--- src/hw/rtl/atu_pkg.sv ---
package atu_pkg;

    localparam int HIST_DEPTH = 14;

    localparam logic [1:0] ST_OK    = 2'd0;
    localparam logic [1:0] ST_LEN   = 2'd1;
    localparam logic [1:0] ST_RANGE = 2'd2;
    localparam logic [1:0] ST_DIGIT = 2'd3;

    localparam logic [7:0] CHAR_Z = 8'h5A;
    localparam logic [7:0] CHAR_0 = 8'h30;
    localparam logic [7:0] CHAR_9 = 8'h39;

    localparam logic [4:0] CNT_UTC = 5'd12;
    localparam logic [4:0] CNT_GEN = 5'd14;
    localparam logic [4:0] CNT_MAX = 5'd31;

    // shift by one era so the year stays positive
    localparam logic [13:0] YEAR_SHIFT = 14'd400;
    localparam logic [23:0] DAYS_BIAS  = 24'd865565;
    localparam logic [12:0] RECIP_100  = 13'd5243;
    localparam int          RECIP_SH   = 19;

    localparam int FIFO_DEPTH = 2;

    typedef struct packed {
        logic [1:0]  status;
        logic [13:0] year;
        logic [3:0]  month;
        logic [4:0]  day;
        logic [4:0]  hour;
        logic [5:0]  minute;
        logic [5:0]  second;
    } job_t;

    function automatic logic [6:0] pair_val(input logic [3:0] hi, input logic [3:0] lo);
        logic [6:0] h7;
        h7 = {3'b000, hi};
        return (h7 << 3) + (h7 << 1) + {3'b000, lo};
    endfunction

    // days from march 1 to the first of the month
    function automatic logic [8:0] month_offset(input logic [3:0] m);
        logic [8:0] r;
        case (m)
            4'd1:    r = 9'd306;
            4'd2:    r = 9'd337;
            4'd3:    r = 9'd0;
            4'd4:    r = 9'd31;
            4'd5:    r = 9'd61;
            4'd6:    r = 9'd92;
            4'd7:    r = 9'd122;
            4'd8:    r = 9'd153;
            4'd9:    r = 9'd184;
            4'd10:   r = 9'd214;
            4'd11:   r = 9'd245;
            4'd12:   r = 9'd275;
            default: r = 9'd0;
        endcase
        return r;
    endfunction

endpackage

--- src/hw/rtl/asn1_time_to_unix_seconds_unit.sv ---
// asn1 time string to unix seconds
// slave channel: one ascii character per item in s_tdata[7:0], s_tlast high on the
// final character of a utctime or generalizedtime string
// master channel: one item per string, on its final character; m_tdata[1:0] is the
// status (ok, bad length or no z, field out of range, non-digit) and m_tdata[40:2]
// the signed seconds since 1970, zero unless the status is ok
// the input takes one character per cycle while the job queue is not full; a string's
// final character is classified and queued, and a sequential calendar unit raises
// m_tvalid once the job has passed through its cal, mul, sum, sec and done states
// the calendar unit works on one string at a time, so short strings can outrun it; a
// two-entry job queue absorbs such bursts and s_tready drops only while that queue is
// full
// a stall on m_tready holds the result register; the unit waits with the next result
// and the queue fills before the input side stops
// reset clears the character count, the non-digit flag, the queue and the output
// valid; the next character after reset starts a new string
module asn1_time_to_unix_seconds_unit import atu_pkg::*;
(
    input  logic        clk,
    input  logic        rst_n,
    input  logic        s_tvalid,
    output logic        s_tready,
    input  logic [7:0]  s_tdata,   // char_byte
    input  logic        s_tlast,   // last_char
    output logic        m_tvalid,
    input  logic        m_tready,
    output logic [47:0] m_tdata    // time_status, unix_seconds, zero pad
);

    job_t wr_job;
    job_t rd_job;
    logic push, pop, full, empty;

    atu_front u_front
    (
        .clk      (clk),
        .rst_n    (rst_n),
        .s_tvalid (s_tvalid),
        .s_tready (s_tready),
        .s_tdata  (s_tdata),
        .s_tlast  (s_tlast),
        .full     (full),
        .push     (push),
        .job      (wr_job)
    );

    atu_fifo u_fifo
    (
        .clk    (clk),
        .rst_n  (rst_n),
        .push   (push),
        .wr_job (wr_job),
        .pop    (pop),
        .rd_job (rd_job),
        .full   (full),
        .empty  (empty)
    );

    atu_back u_back
    (
        .clk      (clk),
        .rst_n    (rst_n),
        .empty    (empty),
        .rd_job   (rd_job),
        .pop      (pop),
        .m_tvalid (m_tvalid),
        .m_tready (m_tready),
        .m_tdata  (m_tdata)
    );

endmodule

--- src/hw/rtl/atu_front.sv ---
module atu_front import atu_pkg::*;
(
    input  logic       clk,
    input  logic       rst_n,
    input  logic       s_tvalid,
    output logic       s_tready,
    input  logic [7:0] s_tdata,
    input  logic       s_tlast,
    input  logic       full,
    output logic       push,
    output job_t       job
);

    logic [3:0] hist_reg [HIST_DEPTH];
    logic [4:0] count_reg, count_next;
    logic       nd_reg, nd_next;
    logic       accept;
    logic       is_digit;
    logic [6:0] p0, p2, p4, p6, p8, p10, p12;
    logic [13:0] year13, year15;
    logic       len_ok, range_bad;

    assign s_tready = !full;
    assign accept   = s_tvalid && !full;
    assign push     = accept && s_tlast;
    assign is_digit = (s_tdata >= CHAR_0) && (s_tdata <= CHAR_9);

    assign p0  = pair_val(hist_reg[0],  hist_reg[1]);
    assign p2  = pair_val(hist_reg[2],  hist_reg[3]);
    assign p4  = pair_val(hist_reg[4],  hist_reg[5]);
    assign p6  = pair_val(hist_reg[6],  hist_reg[7]);
    assign p8  = pair_val(hist_reg[8],  hist_reg[9]);
    assign p10 = pair_val(hist_reg[10], hist_reg[11]);
    assign p12 = pair_val(hist_reg[12], hist_reg[13]);

    assign year13 = (p2 < 7'd50) ? (14'd2000 + 14'(p2)) : (14'd1900 + 14'(p2));
    assign year15 = 14'(14'(p0) * 14'd100) + 14'(p2);

    always_comb
    begin
        len_ok    = (count_reg inside {CNT_UTC, CNT_GEN}) && (s_tdata == CHAR_Z);
        range_bad = (p4 < 7'd1) || (p4 > 7'd12) || (p6 < 7'd1) || (p6 > 7'd31)
                    || (p8 > 7'd23) || (p10 > 7'd59) || (p12 > 7'd60);
        job.year   = (count_reg == CNT_UTC) ? year13 : year15;
        job.month  = p4[3:0];
        job.day    = p6[4:0];
        job.hour   = p8[4:0];
        job.minute = p10[5:0];
        job.second = p12[5:0];
        if (!len_ok)
        begin
            job.status = ST_LEN;
        end
        else if (nd_reg)
        begin
            job.status = ST_DIGIT;
        end
        else if (range_bad)
        begin
            job.status = ST_RANGE;
        end
        else
        begin
            job.status = ST_OK;
        end
    end

    always_comb
    begin
        count_next = count_reg;
        nd_next    = nd_reg;
        if (accept)
        begin
            if (s_tlast)
            begin
                count_next = '0;
                nd_next    = 1'b0;
            end
            else
            begin
                if (count_reg != CNT_MAX)
                begin
                    count_next = count_reg + 5'd1;
                end
                if (!is_digit)
                begin
                    nd_next = 1'b1;
                end
            end
        end
    end

    always_ff @(posedge clk or negedge rst_n)
    begin
        if (!rst_n)
        begin
            count_reg <= '0;
            nd_reg    <= 1'b0;
        end
        else
        begin
            count_reg <= count_next;
            nd_reg    <= nd_next;
        end
    end

    always_ff @(posedge clk)
    begin
        if (accept && !s_tlast)
        begin
            for (int i = 0; i < HIST_DEPTH - 1; i++)
            begin
                hist_reg[i] <= hist_reg[i + 1];
            end
            hist_reg[HIST_DEPTH - 1] <= s_tdata[3:0];
        end
    end

endmodule

--- src/hw/rtl/atu_fifo.sv ---
module atu_fifo import atu_pkg::*;
(
    input  logic clk,
    input  logic rst_n,
    input  logic push,
    input  job_t wr_job,
    input  logic pop,
    output job_t rd_job,
    output logic full,
    output logic empty
);

    localparam int PW = $clog2(FIFO_DEPTH);

    job_t          mem_reg [FIFO_DEPTH];
    logic [PW-1:0] wr_reg, wr_next;
    logic [PW-1:0] rd_reg, rd_next;
    logic [PW:0]   cnt_reg, cnt_next;

    assign full   = (cnt_reg == (PW + 1)'(FIFO_DEPTH));
    assign empty  = (cnt_reg == '0);
    assign rd_job = mem_reg[rd_reg];

    always_comb
    begin
        wr_next  = wr_reg;
        rd_next  = rd_reg;
        cnt_next = cnt_reg;
        if (push)
        begin
            wr_next = (wr_reg == PW'(FIFO_DEPTH - 1)) ? '0 : wr_reg + PW'(1);
        end
        if (pop)
        begin
            rd_next = (rd_reg == PW'(FIFO_DEPTH - 1)) ? '0 : rd_reg + PW'(1);
        end
        if (push && !pop)
        begin
            cnt_next = cnt_reg + (PW + 1)'(1);
        end
        else if (pop && !push)
        begin
            cnt_next = cnt_reg - (PW + 1)'(1);
        end
    end

    always_ff @(posedge clk or negedge rst_n)
    begin
        if (!rst_n)
        begin
            wr_reg  <= '0;
            rd_reg  <= '0;
            cnt_reg <= '0;
        end
        else
        begin
            wr_reg  <= wr_next;
            rd_reg  <= rd_next;
            cnt_reg <= cnt_next;
        end
    end

    always_ff @(posedge clk)
    begin
        if (push)
        begin
            mem_reg[wr_reg] <= wr_job;
        end
    end

endmodule

--- src/hw/rtl/atu_back.sv ---
module atu_back import atu_pkg::*;
(
    input  logic        clk,
    input  logic        rst_n,
    input  logic        empty,
    input  job_t        rd_job,
    output logic        pop,
    output logic        m_tvalid,
    input  logic        m_tready,
    output logic [47:0] m_tdata  // time_status, unix_seconds, zero pad
);

    localparam logic [2:0] B_IDLE = 3'd0;
    localparam logic [2:0] B_CAL  = 3'd1;
    localparam logic [2:0] B_MUL  = 3'd2;
    localparam logic [2:0] B_SUM  = 3'd3;
    localparam logic [2:0] B_SEC  = 3'd4;
    localparam logic [2:0] B_DONE = 3'd5;

    logic [2:0]         state_reg, state_next;
    logic               ovalid_reg, ovalid_next;
    job_t               job_reg;
    logic [13:0]        yy_reg;
    logic [8:0]         doy_reg;
    logic [16:0]        hms_reg;
    logic [6:0]         c_reg;
    logic [21:0]        t365_reg;
    logic signed [23:0] days_reg;
    logic [38:0]        secs_reg;
    logic [1:0]         ostat_reg;
    logic [38:0]        osecs_reg;
    logic [26:0]        q_prod;
    logic signed [40:0] d_prod;
    logic               out_free;

    assign pop      = (state_reg == B_IDLE) && !empty;
    assign out_free = !ovalid_reg || m_tready;
    assign m_tvalid = ovalid_reg;
    assign m_tdata  = {7'd0, osecs_reg, ostat_reg};
    assign q_prod   = 27'(yy_reg) * 27'(RECIP_100);
    assign d_prod   = 41'(days_reg) * 41'sd86400;

    always_comb
    begin
        state_next  = state_reg;
        ovalid_next = ovalid_reg;
        if (m_tready)
        begin
            ovalid_next = 1'b0;
        end
        case (state_reg)
            B_IDLE:
            begin
                if (!empty)
                begin
                    state_next = B_CAL;
                end
            end
            B_CAL:  state_next = B_MUL;
            B_MUL:  state_next = B_SUM;
            B_SUM:  state_next = B_SEC;
            B_SEC:  state_next = B_DONE;
            B_DONE:
            begin
                if (out_free)
                begin
                    ovalid_next = 1'b1;
                    state_next  = B_IDLE;
                end
            end
            default: state_next = B_IDLE;
        endcase
    end

    always_ff @(posedge clk or negedge rst_n)
    begin
        if (!rst_n)
        begin
            state_reg  <= B_IDLE;
            ovalid_reg <= 1'b0;
        end
        else
        begin
            state_reg  <= state_next;
            ovalid_reg <= ovalid_next;
        end
    end

    always_ff @(posedge clk)
    begin
        if (pop)
        begin
            job_reg <= rd_job;
        end
        if (state_reg == B_CAL)
        begin
            yy_reg  <= job_reg.year + YEAR_SHIFT - ((job_reg.month <= 4'd2) ? 14'd1 : 14'd0);
            doy_reg <= month_offset(job_reg.month) + 9'(job_reg.day) - 9'd1;
            hms_reg <= 17'(17'(job_reg.hour) * 17'd3600) + 17'(17'(job_reg.minute) * 17'd60)
                       + 17'(job_reg.second);
        end
        if (state_reg == B_MUL)
        begin
            c_reg    <= q_prod[RECIP_SH +: 7];
            t365_reg <= 22'(22'(yy_reg) * 22'd365);
        end
        if (state_reg == B_SUM)
        begin
            days_reg <= $signed(24'(t365_reg) + 24'(yy_reg >> 2) + 24'(c_reg >> 2)
                        + 24'(doy_reg) - 24'(c_reg) - DAYS_BIAS);
        end
        if (state_reg == B_SEC)
        begin
            secs_reg <= d_prod[38:0] + 39'(hms_reg);
        end
        if ((state_reg == B_DONE) && out_free)
        begin
            ostat_reg <= job_reg.status;
            osecs_reg <= (job_reg.status == ST_OK) ? secs_reg : '0;
        end
    end

endmodule
--- config.mk ---
export PLATFORM = sky130hd
export DESIGN_NAME = asn1_time_to_unix_seconds_unit
export DESIGN_NICKNAME = d
export VERILOG_FILES = /design/src/hw/rtl/atu_pkg.sv /design/src/hw/rtl/asn1_time_to_unix_seconds_unit.sv /design/src/hw/rtl/atu_front.sv /design/src/hw/rtl/atu_fifo.sv /design/src/hw/rtl/atu_back.sv
export SDC_FILE = /design/constraint.sdc
export NUM_CORES = 1
export LEC_CHECK = 0
export BUFFER_PORTS_ARGS = -buffer_cell sky130_fd_sc_hd__clkbuf_2
export CAP_MARGIN = 10
export CORE_MARGIN = 3
export CORE_UTILIZATION = 30
export DETAILED_ROUTE_END_ITERATION = 10
export PLACE_DENSITY = 0.44
export SLEW_MARGIN = 40
export SYNTH_ARGS = -nofsm -noshare
export SYNTH_HDL_FRONTEND = slang
export SYNTH_HIERARCHICAL = 1
export SYNTH_SLANG_ARGS = --single-unit
--- constraint.sdc ---
create_clock -name clk -period 7.6 [get_ports clk]
set_input_delay 0.38 -clock clk [delete_from_list [all_inputs] [get_ports clk]]
set_output_delay 0.38 -clock clk [all_outputs]
set_load 0.05 [all_outputs]
* Word-level counts from Yosys, hierarchy flattened *
Memories as Yosys holds them, arrays and structs flattened. A register that Yosys moved wholly into a read port is not among the register bits.
Index checks and enable logic that the tools add are counted.
Widths: inputs -> output; s select.

operators by class
  $add $sub $neg = 34
  multiply operators = 6
  magnitude comparators = 11
  eq/ne operators = 13
  muxes and demuxes = 25
  reduce and logical (&&, ||, !) cells = 31

operators by type and width
  kind                    number
  $add 7x4->7             7
  $add 7x5->7             7
  $add 39x17->39          1
  $mul 24x11->32 const B  1
  $mux 14                 2
  $mul 14x13->26 const B  1
  $add 11x7->12 const A   2
  $add 24x5->24           1
  $add 24x9->24           1
  $sub 24x20->24 const B  1
  $sub 24x7->24           1
  $add 22x12->23          1
  $mul 14x9->22 const B   1
  $pmux 3 s6              1
  $add 17x12->17          1
  $add 17x6->17           1
  $add 14x7->14           1
  $add 14x9->14 const B   1
  $gt 7x5->1 const B      2
  $gt 7x6->1 const B      2
  $lt 7x1->1 const B      2
  $sub 14x14->14          1
  $mul 5x8->13 const B    1
  $mul 7x5->12 const B    1
  other kinds (33)        79

storage, ports and cells
  register bits = 187
  RAM bits = 140
  memory bits (read-only) = 144
  input port bits = 13
  output and inout port bits = 50
  logic and storage cells = 139
  memories = 3

memory list
  name              depth  width  read ports  clocked after memory_dff  write ports  line             text
  (name not given)  16     9      1           0                         0            atu_pkg.sv:45    case (m)
  u_fifo.mem_reg    2      42     1           1                         1            atu_fifo.sv:15   job_t mem_reg [FIFO_DEPTH];
  u_front.hist_reg  14     4      14          0                         14           atu_front.sv:14  logic [3:0] hist_reg [HIST_DEPTH];

* Logic depth before layout (Yosys ltp) *
An unclocked memory read counts as a cell.

  depth after elaboration = 13
  depth in mapped cells = 22
  mapped depth without buffers = 22

* By module *
The synthesis kept the hierarchy.

by module, submodules not included
  module     times used  cells an instance  area an instance (um2)  sequential area each (um2)
  atu_back   1           2037               22182.5                 6736.5
  atu_front  1           438                4914.7                  1831.8
  atu_fifo   1           147                3419.5                  2622.5

* Worst setup path before layout *
Ideal clock, no wire load.

  kind = flip-flop to flip-flop
  start = register u_back.state_reg[2]
  end = register with a tool-made name
  library setup time = 0.140 ns
  arrival = 7.107 ns
  required time = 7.460 ns
  setup slack = 0.353 ns
  stages on the path, launching flop included = 8
  path buffers = 1
  period minus slack after synthesis = 7.247 ns
  path through = dfrtp_1 -> clkbuf_1 -> nor4_1 -> mux2i_1 -> ha_1 -> o21ai_0 -> nand2_1 -> o21ai_0

RTL lines
  item                    line            text
  from (decl)             atu_back.sv:20  logic [2:0] state_reg, state_next;
  from (signal assigned)  atu_back.sv:84  state_reg <= state_next;

* Worst setup path in the final report *
  start = register u_back.days_reg[5]
  end = register u_back.secs_reg[38], data pin

between the ends
  longest elaborated chain between the ends = 2

RTL lines
  item                    line             text
  from (decl)             atu_back.sv:28   logic signed [23:0] days_reg;
  from (signal assigned)  atu_back.sv:109  days_reg <= $signed(24'(t365_reg) + 24'(yy_reg >> 2) + 24'(c_reg >> 2)
  $mul 24x11->32          atu_back.sv:41   assign d_prod = 41'(days_reg) * 41'sd86400;
  $add 39x17->39          atu_back.sv:114  secs_reg <= d_prod[38:0] + 39'(hms_reg);
  to (signal assigned)    atu_back.sv:114
  to (decl)               atu_back.sv:29   logic [38:0] secs_reg;

No other way between the ends.
A chain may end at the register's enable or synchronous reset.

==> metrics.md <==
| Metric | Value |
|---|---|
| Vias | between 15,000 and 20,000 |
| Cell taking the most area after synthesis | edfxtp_1 |
| Transition time of the tightest slew-check pin | roughly 0.64 ns |
| Setup TNS | 0 ns |
| Area growth from synthesis to layout | 11.4% |
| Type of the worst setup path | flip-flop to flip-flop |
| Maximum root-to-sink buffer count | 3 |
| Max-slew violations | 0 |
| Cell row count | 116 |
| Final setup violation count | 0 |
| Crit end category | flip-flop |
| DP HPWL | roughly 47,000 µm |
| H-tree depth | 2 |
| FF-to-FF path depth | 18 |
| Worst-path clk slew | 0.06 ns |
| Post-synthesis cell type count | 89 |
| Share of post-route cells with drive strength above 1 | between 7 and 8% |
| DIE WIDTH | around 320 µm |
| Tmin final | 6.15 ns |
| CTS buffer count | 45 |
| Top_reg_cell synth | edfxtp_1 |
| CTS tree | built |
| Final period util | between 80 and 90% |
| Cells after synthesis | around 2,600 |
| Number of global-route vias before repair | 19,295 |
| Startpoint types | flip-flop |
| Max Cap Viol | 0 |
| Post-DR wirelength/cell | between 10 and 15 µm |
| Number of synthesized flops with an enable pin | 355 |
| Vias per cell | approximately 4.4 |
| Antenna Cells | 0 |
| Unrepaired setup endpoints after global routing | no |
| Gr usage total | between 10% and 20% |
| Clk sink count | 378 |
| DIE AREA | 106,000 µm² |
| Top fanout value on the critical path | 6 |
| Final hold viol count | 0 |
| Ports | between 60 and 70 |
| Worst Hold Class | primary input to flip-flop |
| Pin count of the biggest net entering global routing | between 40 and 50 |
| Max reg flops | 84 |
| Asr flop ratio synth | between 3 and 4% |
| Ys Warns | 6 |
| Hold path cells | 3 |
| Crit path required time | approximately 7.9 ns |
| Post-CTS Setup Inserts | 0 |
| # port buffers | 55 |
| Arr. time, crit path | 6.46 ns |
| Initial antenna violation count | 1 |
| Area share of the leading cell type in the synthesized netlist | a little over a third |
| Die H | around 320 µm |
| Nets | 3,403 |
| Core ar. | ~100,000 µm² |
| Post-synthesis sequential area ratio | between 30 and 40% |
| WL final | between 50,000 and 60,000 µm |
| Synth area leaders | edfxtp_1, ha_1, fa_1 |
| Fmax | roughly 0.16 GHz |
| Resized cells post-CTS | 0 |
| Slew headroom | ~57% |
| Flops & latches, synth | about 380 |
| Root Driver | clkbuf_16 |
| Avg Cell Area, Syn | roughly 12 µm² |
| Number of iterations in the first detailed-routing pass | 5 |
| Synthesized area | between 30,000 and 40,000 µm² |
| Drc violations | 0 |
| Status | finished, final reports clean |
| Post-route ant nets | 0 |
| Final Skew | roughly 0.021 ns |
| GR Overflow Total | 0 |
| Starting density of the core | 30.4% |
| First-pass GRT wire length | between 90,000 and 100,000 µm |
| Initial drt markers | between 600 and 700 |
| Worst-Skew Late Latency | roughly 0.58 ns |
| Fin area | 34,000 µm² |
| Cell Area, Placed | between 30,000 and 40,000 µm² |
| GPL Wtd Cong | just over 0.8 |
[path summary, 6_finish.rpt]
check                              startpoint                  end  slack [ns]
setup / recovery           u_back/days_reg[5]  u_back/secs_reg[38]        1.45
hold / removal                       m_tready  u_back/state_reg[0]        0.10
setup reg to reg           u_back/days_reg[5]  u_back/secs_reg[38]        1.45
hold reg to reg             u_back/job_reg[0]    u_back/hms_reg[0]        0.42
max in group asynchronous               rst_n        u_fifo/rd_reg        6.90
min in group asynchronous               rst_n        u_fifo/rd_reg        0.31
[kinds of logic (layout without fill, tap and decap cells)]
logic type	Yosys count	after routing	share of synthesized area [%]
simple gates	382	382	6.67
buf+inv	585	700	7.61
compound gates	361	361	7.86
xor+xnor	179	179	5.25
mux	54	54	2.48
other cells	1	7	0.0123
flops	378	378	36.7
fa+ha+maj	682	682	33.4
[repair_timing]
item | 4_1_cts | 5_1_grt
endpoints found under the setup margin | 0 | 0
endpoints found under the hold margin | 18 | 0
hold buffers | 5 | 0
[stage by stage]
stage | setup slack (ns) | hold WS, ns | std cells | util [%]
6_report | 1.45 | 0.102 | 4100 | 33.8
5_1_grt | 0.947 | 0.0876 | 4100 | 33.8
4_1_cts | 1.43 | 0.0483 | 4100 | 33.8
3_5_place_dp | 1.43 | 0.378 | 4013 | 32.3
3_3_place_gp | 1.61 | 0.367 | 4011 | 32.2
2_1_floorplan | 0.353 | 0.0844 | 2628 | -
[per-layer routing]
layer,vias up,wire (µm),GRT usage (%)
met1,8702,25800,13.7
met5,-,0,0
met2,163,28800,19.9
met4,0,1670,3.55
met3,72,1560,1.63
li1,9045,-,-
[worst max-delay path, cell delays in order, from the launching register on]
cell and delay [ns]:
edfxtp_1 0.49, ha_1 0.35, ha_1 0.30, fa_1 0.53, inv_1 0.06, fa_1 0.50, fa_1 0.55, inv_1 0.04
ha_1 0.39, a21oi_2 0.33, a21oi_1 0.13, o21ai_1 0.23, a31oi_1 0.19, o41ai_1 0.46, o21ai_0 0.25, a2111oi_0 0.45
a41oi_1 0.16, a2111oi_4 0.37, xnor2_1 0.11
[cell usage in the layout (no fill, tap or decap), types with 6 or more instances in the layout]
master / Yosys / routed
o21ai_0: 50 / 50
dfrtp_1: 14 / 13
a211oi_1: 15 / 15
o21ai_1: 14 / 14
buf_4: 13 / 9
a21oi_1: 111 / 111
o2111ai_1: 8 / 8
a31oi_1: 8 / 8
ha_1: 459 / 459
edfxtp_1: 355 / 355
clkinv_2: 0 / 6
nor2b_1: 23 / 22
o211ai_1: 14 / 14
nor3_1: 31 / 30
nand2b_1: 21 / 21
xor2_1: 55 / 55
fa_1: 223 / 223
nor2_1: 93 / 87
o21bai_1: 21 / 21
mux2i_1: 10 / 9
nand4_1: 11 / 11
a211o_1: 7 / 7
nor3b_1: 10 / 10
o31ai_1: 10 / 10
mux2_4: 40 / 40
clkbuf_16: 0 / 45
a21o_1: 47 / 47
clkbuf_1: 16 / 8
o21a_1: 11 / 11
inv_1: 545 / 545
dfxtp_1: 9 / 9
and2_1: 52 / 51
nand2_1: 69 / 69
conb_1: 1 / 7
xnor2_1: 121 / 121
clkbuf_2: 0 / 55
and3_1: 13 / 13
bufinv_16: 0 / 7
nand3_1: 21 / 21
clkinv_1: 0 / 7
[cell type report]
class,instances,area [µm²]
Fill cell,10196,66500
Multi-Input combinational cell,1665,17100
Sequential cell,378,11200
Inverter,547,2050
Tap cell,1357,1700
Clock buffer,54,1170
Timing Repair Buffer,71,423
Clock inverter,28,363
[synth_stat cells (13+ instances only)]
| cell type | instances |
|---|---|
| ha_1 | 459 |
| nor3_1 | 31 |
| a21oi_1 | 111 |
| o21bai_1 | 21 |
| and2_1 | 52 |
| inv_1 | 545 |
| nand2b_1 | 21 |
| o211ai_1 | 14 |
| edfxtp_1 | 355 |
| o21ai_0 | 50 |
| a211oi_1 | 15 |
| dfrtp_1 | 14 |
| nor2b_1 | 23 |
| buf_4 | 13 |
| xor2_1 | 55 |
| nand2_1 | 69 |
| xnor2_1 | 121 |
| nor2_1 | 93 |
| mux2_4 | 40 |
| a21o_1 | 47 |
| clkbuf_1 | 16 |
| nand3_1 | 21 |
| fa_1 | 223 |
| and3_1 | 13 |
| o21ai_1 | 14 |
Power is left out: the tool's default activity adds up to more than one toggle a clock period on the data nets, which glitch-free logic cannot reach.
